==> src/rtl/pner_pkg.sv <==
// Types, constants and the reset table of the register responder.
package pner_pkg;

    // Memory offsets are decoded on this many low address bits.
    localparam int MEM_ADDR_BITS = 17;
    localparam int ADDR_W        = 17;
    localparam int CFG_IDX_W     = ADDR_W - 2;
    localparam int INIT_IDX_W    = 10;

    typedef enum logic [1:0] {
        KIND_CFG   = 2'd0,
        KIND_MEM   = 2'd1,
        KIND_CPL   = 2'd2,
        KIND_OTHER = 2'd3
    } kind_t;

    // Config word indexes with special write rules (byte address / 4).
    localparam logic [CFG_IDX_W-1:0] CFG_IDX_ID     = 15'h000;
    localparam logic [CFG_IDX_W-1:0] CFG_IDX_STATUS = 15'h001;
    localparam logic [CFG_IDX_W-1:0] CFG_IDX_BIST   = 15'h003;
    localparam logic [CFG_IDX_W-1:0] CFG_IDX_BAR0   = 15'h004;
    localparam logic [CFG_IDX_W-1:0] CFG_IDX_BAR1   = 15'h005;
    localparam logic [CFG_IDX_W-1:0] CFG_IDX_BAR2   = 15'h006;
    localparam logic [CFG_IDX_W-1:0] CFG_IDX_BAR3   = 15'h007;
    localparam logic [CFG_IDX_W-1:0] CFG_IDX_BAR4   = 15'h008;
    localparam logic [CFG_IDX_W-1:0] CFG_IDX_BAR5   = 15'h009;

    localparam logic [31:0] BAR0_MASK = 32'hFFFE_0000;
    localparam logic [31:0] BAR1_MASK = 32'hFFFF_0000;
    localparam logic [31:0] BAR2_MASK = 32'hFFFF_FFE0;
    localparam logic [31:0] BAR3_MASK = 32'hFFFF_C000;

    // Memory-space register offsets.
    localparam logic [ADDR_W-1:0] OFF_EEPROM = 17'h0_0014;
    localparam logic [ADDR_W-1:0] OFF_MDIC   = 17'h0_0020;
    localparam logic [ADDR_W-1:0] OFF_SEMA   = 17'h0_0F00;
    localparam logic [ADDR_W-1:0] OFF_FIXED  = 17'h0_5400;

    localparam logic [31:0] EEPROM_DONE   = 32'h0000_0002;
    localparam logic [31:0] MDIC_READY    = 32'h1000_0000;
    localparam logic [31:0] FIXED_VALUE   = 32'h0000_0200;
    localparam logic [13:0] EE_ADDR_ONE   = 14'h0001;
    localparam logic [13:0] EE_ADDR_CKSUM = 14'h003F;
    localparam logic [15:0] EE_CKSUM_DATA = 16'hBABA - 16'h0002;
    localparam logic [15:0] EE_ONE_DATA   = 16'h0002;
    localparam logic [4:0]  PHY_REG_ID1   = 5'd2;
    localparam logic [4:0]  PHY_REG_ID2   = 5'd3;
    localparam logic [15:0] PHY_ID1_DATA  = 16'h0141;
    localparam logic [15:0] PHY_ID2_DATA  = 16'h0CB1;

    typedef struct packed {
        logic [1:0]        kind;
        logic              is_write;
        logic [ADDR_W-1:0] address;
        logic [3:0]        byte_enable;
        logic [31:0]       payload;
        logic [15:0]       target_id;
        logic [15:0]       requester;
        logic [7:0]        request_tag;
    } req_t;

    // Everything one request decides: the completion and the state updates.
    typedef struct packed {
        logic        emit;
        logic        has_data;
        logic [31:0] read_data;
        logic [15:0] completer_id;
        logic        cfg_we;
        logic [31:0] cfg_wdata;
        logic        own_id_we;
        logic        eeprom_we;
        logic [31:0] eeprom_next;
        logic        phy_we;
        logic [31:0] phy_next;
        logic        sema_we;
        logic [31:0] sema_next;
    } exec_t;

    function automatic logic [31:0] byte_mask(input logic [3:0] be);
        logic [31:0] m;
        for (int i = 0; i < 4; i++)
        begin
            m[i*8 +: 8] = {8{be[i]}};
        end
        return m;
    endfunction

    // Identity and capability table loaded into the config store after reset.
    function automatic logic [31:0] cfg_init_word(input logic [INIT_IDX_W-1:0] idx);
        logic [31:0] w;
        unique case (idx)
            10'h000: w = 32'h10d3_8086;
            10'h001: w = 32'h0010_0000;
            10'h002: w = 32'h0200_0000;
            10'h006: w = 32'h0000_0001;
            10'h00D: w = 32'h0000_00C8;
            10'h028: w = 32'h0090_0011;
            10'h032: w = 32'h0022_E001;
            10'h038: w = 32'h0002_A010;
            10'h039: w = 32'h0000_0001;
            10'h03B: w = 32'h0000_0411;
            10'h03C: w = 32'h0011_0000;
            default: w = 32'h0000_0000;
        endcase
        return w;
    endfunction

endpackage

==> src/rtl/pner_exec.sv <==
// Request decode, config write merge and memory-register responses.
module pner_exec #(
    parameter int CONFIG_WORDS = 1024
) (
    input  pner_pkg::req_t  req,
    input  logic [31:0]     cfg_old,
    input  logic [15:0]     own_id,
    input  logic [31:0]     eeprom_word,
    input  logic [31:0]     phy_word,
    input  logic [31:0]     sema_word,
    output pner_pkg::exec_t ex
);

    localparam logic [pner_pkg::ADDR_W-1:0] OFF_MASK =
        ~({pner_pkg::ADDR_W{1'b1}} << pner_pkg::MEM_ADDR_BITS);

    logic [pner_pkg::CFG_IDX_W-1:0] idx;
    logic [pner_pkg::ADDR_W-1:0]    off;
    logic                           in_range;
    logic                           cfg_ok;
    logic                           is_mem;
    logic [31:0]                    wmask;
    logic [31:0]                    mem_rdata;
    logic [13:0]                    ee_addr;
    logic [4:0]                     phy_reg;
    logic [15:0]                    phy_low;

    assign idx      = req.address[pner_pkg::ADDR_W-1:2];
    assign off      = req.address & OFF_MASK;
    assign in_range = idx < pner_pkg::CFG_IDX_W'(CONFIG_WORDS);
    assign cfg_ok   = (req.kind == pner_pkg::KIND_CFG) && (req.target_id[2:0] == 3'd0);
    assign is_mem   = (req.kind == pner_pkg::KIND_MEM);
    assign ee_addr  = req.payload[15:2];
    assign phy_reg  = req.payload[20:16];

    always_comb
    begin
        wmask = pner_pkg::byte_mask(req.byte_enable);
        unique case (idx)
            pner_pkg::CFG_IDX_ID,
            pner_pkg::CFG_IDX_STATUS,
            pner_pkg::CFG_IDX_BIST,
            pner_pkg::CFG_IDX_BAR4,
            pner_pkg::CFG_IDX_BAR5: wmask = '0;
            pner_pkg::CFG_IDX_BAR0: wmask = wmask & pner_pkg::BAR0_MASK;
            pner_pkg::CFG_IDX_BAR1: wmask = wmask & pner_pkg::BAR1_MASK;
            pner_pkg::CFG_IDX_BAR2: wmask = wmask & pner_pkg::BAR2_MASK;
            pner_pkg::CFG_IDX_BAR3: wmask = wmask & pner_pkg::BAR3_MASK;
            default: wmask = wmask;
        endcase
    end

    always_comb
    begin
        unique case (off)
            pner_pkg::OFF_EEPROM: mem_rdata = eeprom_word | pner_pkg::EEPROM_DONE;
            pner_pkg::OFF_MDIC:   mem_rdata = phy_word | pner_pkg::MDIC_READY;
            pner_pkg::OFF_SEMA:   mem_rdata = sema_word;
            pner_pkg::OFF_FIXED:  mem_rdata = pner_pkg::FIXED_VALUE;
            default:              mem_rdata = '0;
        endcase
    end

    always_comb
    begin
        priority if (phy_reg == pner_pkg::PHY_REG_ID1)
        begin
            phy_low = pner_pkg::PHY_ID1_DATA;
        end
        else if (phy_reg == pner_pkg::PHY_REG_ID2)
        begin
            phy_low = pner_pkg::PHY_ID2_DATA;
        end
        else
        begin
            phy_low = '0;
        end
    end

    always_comb
    begin
        ex              = '0;
        ex.completer_id = cfg_ok ? req.target_id : own_id;
        ex.cfg_wdata    = (req.payload & wmask) | (cfg_old & ~wmask);
        ex.phy_next     = {req.payload[31:16], phy_low};
        ex.sema_next    = req.payload;
        priority if (ee_addr == pner_pkg::EE_ADDR_ONE)
        begin
            ex.eeprom_next = {pner_pkg::EE_ONE_DATA, 16'h0000};
        end
        else if (ee_addr == pner_pkg::EE_ADDR_CKSUM)
        begin
            ex.eeprom_next = {pner_pkg::EE_CKSUM_DATA, 16'h0000};
        end
        else
        begin
            ex.eeprom_next = '0;
        end

        if (cfg_ok)
        begin
            ex.emit      = 1'b1;
            ex.own_id_we = 1'b1;
            ex.has_data  = !req.is_write;
            ex.read_data = (!req.is_write && in_range) ? cfg_old : 32'h0;
            ex.cfg_we    = req.is_write && in_range;
        end
        else if (is_mem)
        begin
            ex.emit      = !req.is_write;
            ex.has_data  = !req.is_write;
            ex.read_data = req.is_write ? 32'h0 : mem_rdata;
            ex.eeprom_we = req.is_write && (off == pner_pkg::OFF_EEPROM);
            ex.phy_we    = req.is_write && (off == pner_pkg::OFF_MDIC);
            ex.sema_we   = req.is_write && (off == pner_pkg::OFF_SEMA);
        end
    end

endmodule

==> config.mk <==
export PLATFORM = sky130hd
export DESIGN_NAME = pner_exec
export DESIGN_NICKNAME = d
export VERILOG_FILES = /design/src/rtl/pner_pkg.sv /design/src/rtl/pner_exec.sv
export SDC_FILE = /design/constraint.sdc
export NUM_CORES = 1
export LEC_CHECK = 0
export CAP_MARGIN = 20
export CORE_AREA = 4 4 164 166
export DETAILED_ROUTE_END_ITERATION = 10
export DIE_AREA = 0 0 168 170
export DONT_BUFFER_PORTS = 1
export GPL_ROUTABILITY_DRIVEN = 0
export MAX_ROUTING_LAYER = met4
export SLEW_MARGIN = 10
export SYNTH_ARGS = -nofsm -noshare
export SYNTH_HDL_FRONTEND = slang
export SYNTH_SLANG_ARGS = --single-unit
export TNS_END_PERCENT = 5
==> constraint.sdc <==
create_clock -name vclk -period 2.66
set_input_delay 0.266 -clock vclk [all_inputs]
set_output_delay 0.266 -clock vclk [all_outputs]
set_load 0.01 [all_outputs]
==> impl_metrics.xml <==
<?xml version="1.0" encoding="UTF-8"?>
<metrics>
  <group name="drt">
    <metric name="wl_per_cell" unit="um">22.7</metric>
    <metric name="drt-vias-per-instance" unit="">4.19</metric>
    <metric name="postRouteWirelength" unit="um">14800</metric>
    <metric name="route.antenna.remaining_nets" unit="">0</metric>
    <metric name="first_iter_violations" unit="">204</metric>
    <metric name="dr.pass1.iters" unit="">4</metric>
    <metric name="via_count" unit="">2732</metric>
    <metric name="remaining_drc_errors" unit="">0</metric>
  </group>
  <group name="cts">
    <metric name="cts_setup_buffers" unit="">0</metric>
    <metric name="post_cts_resized" unit="">0</metric>
    <metric name="cts_hold_buf" unit="">0</metric>
  </group>
  <group name="floorplanning">
    <metric name="fp.dieH" unit="um">170</metric>
    <metric name="rows" unit="">59</metric>
    <metric name="die_area" unit="mm^2">0.0286</metric>
    <metric name="num_io_pins" unit="">423</metric>
    <metric name="effective_utilization_at_floorplan" unit="%">10.7</metric>
    <metric name="die_width" unit="um">168</metric>
    <metric name="standard_cell_core_area" unit="mm^2">0.0256</metric>
  </group>
  <group name="job">
    <metric name="max-cap-violations" unit="">0</metric>
  </group>
  <group name="synth">
    <metric name="synth_cells" unit="">363</metric>
    <metric name="synth_area_per_inst" unit="um^2">7.57</metric>
    <metric name="seq_area_frac_synth" unit="%">0</metric>
    <metric name="synth_largest_type_area_fraction" unit="%">25.1</metric>
    <metric name="post_synthesis_cell_type_with_the_largest_combined_area" unit="">sky130_fd_sc_hd__buf_4</metric>
    <metric name="yosys_warnings" unit="">0</metric>
    <metric name="synth_top_cells_by_area" unit="">sky130_fd_sc_hd__buf_4 25%, sky130_fd_sc_hd__mux2_2 18%, sky130_fd_sc_hd__and3_1 13%</metric>
    <metric name="synth_area" unit="mm^2">0.00275</metric>
    <metric name="netlist-cell-type-count" unit="">42</metric>
  </group>
  <group name="final_layout">
    <metric name="post_route_cells_drive_above_1_share" unit="%">32.8</metric>
    <metric name="number_of_clock_buffer_instances_in_the_layout" unit="">0</metric>
    <metric name="seq_cells" unit="">0</metric>
    <metric name="register_area" unit="um^2">0</metric>
    <metric name="syn2layout_area_growth" unit="%">4.78</metric>
    <metric name="postLayoutCellArea" unit="mm^2">0.00288</metric>
    <metric name="layout.nets" unit="">556</metric>
  </group>
  <group name="setup_path">
    <metric name="cp.required" unit="ns">2.39</metric>
    <metric name="cp_num_buf_inv" unit="">2</metric>
    <metric name="critPathTopFamily" unit="">simple AND/OR/NAND/NOR gates</metric>
    <metric name="worst-endpoint-arrival" unit="ns">2.24</metric>
    <metric name="timing.critical_path.to_type" unit="">primary output</metric>
    <metric name="crit_cells" unit="">7</metric>
    <metric name="timing.critical_path.slowest_cell_delay" unit="ns">0.51</metric>
    <metric name="cp-start-kind" unit="">primary input</metric>
    <metric name="cell_by_cell_trace_of_the_critical_path" unit="">or4_4 -&gt; and4bb_4 -&gt; and4_2 -&gt; buf_4 -&gt; a211oi_1 -&gt; o2bb2ai_1 -&gt; buf_4</metric>
    <metric name="critical-path-slowest-cell" unit="">sky130_fd_sc_hd__or4_4</metric>
    <metric name="critical_path.max_fanout" unit="">14</metric>
    <metric name="setup.worst_path.start" unit="">req[88]</metric>
    <metric name="worstSetupPathType" unit="">primary input to primary output</metric>
    <metric name="critPathMostFrequentCell" unit="">sky130_fd_sc_hd__buf_4</metric>
    <metric name="timing.critical_path.to" unit="">ex[161]</metric>
  </group>
  <group name="timing">
    <metric name="fin_crit" unit="ns">2.51</metric>
    <metric name="unrepaired_setup_endpoints_after_global_routing" unit="">no</metric>
    <metric name="report.final.slew_viol_count" unit="">0</metric>
    <metric name="worst_slew_margin_rel" unit="%">56.9</metric>
    <metric name="setup_violations" unit="">0</metric>
    <metric name="hold_viol_final" unit="">0</metric>
    <metric name="achievable-frequency" unit="MHz">399</metric>
    <metric name="setup_tns" unit="ns">0</metric>
    <metric name="post-route-period-util" unit="%">94.3</metric>
    <metric name="tightest_slew" unit="ns">0.637</metric>
  </group>
  <group name="global_routing">
    <metric name="grt_use_total" unit="%">9.17</metric>
    <metric name="residual_overflow_from_global_routing" unit="">0</metric>
    <metric name="initial_antenna_violation_count" unit="">3</metric>
    <metric name="grt_max_degree" unit="">33</metric>
    <metric name="first_global_vias" unit="">2663</metric>
    <metric name="grt_pass1_wl" unit="um">19000</metric>
  </group>
  <group name="place">
    <metric name="port-buffer-count" unit="">0</metric>
    <metric name="hpwlAfterDp" unit="um">13000</metric>
    <metric name="placedInstanceArea" unit="mm^2">0.00287</metric>
  </group>
  <group name="power">
    <metric name="p_leak" unit="nW">1.09</metric>
    <metric name="cellPowerDensity" unit="mW/mm^2">63.4</metric>
    <metric name="vdd_drop_max" unit="mV">0.0401</metric>
  </group>
  <group name="status">
    <metric name="status" unit="">completed</metric>
  </group>
  <group name="hold_path">
    <metric name="worst_hold_path_type" unit="">primary input to primary output</metric>
  </group>
</metrics>
## layer usage
layer / share of wire (%) / up-vias / track usage [%]
li1: - / 1135 / -
met4: 4.0 / 0 / 3.35
met1: 40 / 1318 / 11.5
met3: 7.8 / 29 / 1.09
met2: 48 / 250 / 15.2
met5: 0 / - / -
## cells in the mapped netlist, types with 3 or more instances
| cell type | number |
|---|---|
| sky130_fd_sc_hd__buf_4 | 92 |
| sky130_fd_sc_hd__and3_1 | 59 |
| sky130_fd_sc_hd__mux2_2 | 45 |
| sky130_fd_sc_hd__a211oi_1 | 29 |
| sky130_fd_sc_hd__o2bb2ai_1 | 26 |
| sky130_fd_sc_hd__clkbuf_1 | 17 |
| sky130_fd_sc_hd__nor2_1 | 11 |
| sky130_fd_sc_hd__nand2_1 | 10 |
| sky130_fd_sc_hd__buf_2 | 6 |
| sky130_fd_sc_hd__nor2b_1 | 6 |
| sky130_fd_sc_hd__o21ai_0 | 6 |
| sky130_fd_sc_hd__o2bb2ai_2 | 6 |
| sky130_fd_sc_hd__a21oi_1 | 4 |
| sky130_fd_sc_hd__and2_1 | 4 |
| sky130_fd_sc_hd__buf_6 | 4 |
| sky130_fd_sc_hd__and4_1 | 3 |
| sky130_fd_sc_hd__nor3_1 | 3 |
## stage by stage
| step | setup slack (ns) | util (%) | cells | hold slack (ns) | power (mW) |
|---|---|---|---|---|---|
| final | 0.151 | 11.2 | 652 | 0.532 | 0.182 |
| after global routing | 0.0671 | 11.2 | 652 | 0.532 | 0.195 |
| after CTS | 0.133 | 11.2 | 649 | 0.532 | 0.184 |
| after detailed placement | 0.136 | 11.2 | 649 | 0.532 | 0.183 |
| after global placement | 0.142 | 11.2 | 649 | 0.532 | 0.183 |
| after floorplan | 0.334 | - | 392 | 0.576 | 0.252 |
## kinds of logic (layout without fill, tap and decap cells)
group,after synthesis,in the layout,synth area share (%)
and+or+nand+nor,117,117,27.0
muxes,45,45,18.5
buffers and inverters,122,44,30.6
AOI/OAI and AO/OA,78,78,23.8
other,1,33,0.137
## cell type report
cell class / count / area, um^2
antenna: 3 / 7.51
tap: 335 / 419
inverter: 3 / 11.3
timing repair buffer: 41 / 403
multi-input combinational: 270 / 2040
fill: 2967 / 22700
## worst min-delay path by stage
stage	startpoint	endpoint	slack [ns]	depth (start not counted)
detailed placement	req[55]	ex[15]	0.53	0
CTS	req[55]	ex[15]	0.53	0
finish	req[59]	ex[52]	0.53	0
floorplan	req[93]	ex[181]	0.58	1
global route	req[48]	ex[8]	0.53	0
global placement	req[55]	ex[15]	0.53	0
## power by group
part	internal (mW)	switching, mW	leakage [nW]
sequential	0	0	0
clock	0.000000153	0	0.0000190
combinational	0.0744	0.108	1.09
total	0.0744	0.108	1.09
## cells in the final DEF (no fill, tap or decap), types with 7 or more instances in the layout
cell type	count
sky130_fd_sc_hd__nor2_1	10
sky130_fd_sc_hd__buf_4	33
sky130_fd_sc_hd__conb_1	30
sky130_fd_sc_hd__o2bb2ai_1	26
sky130_fd_sc_hd__mux2_2	45
sky130_fd_sc_hd__a211oi_1	29
sky130_fd_sc_hd__buf_12	7
sky130_fd_sc_hd__nand2_1	10
sky130_fd_sc_hd__and3_1	59
Note: power is estimated with default switching activity, not from simulation.
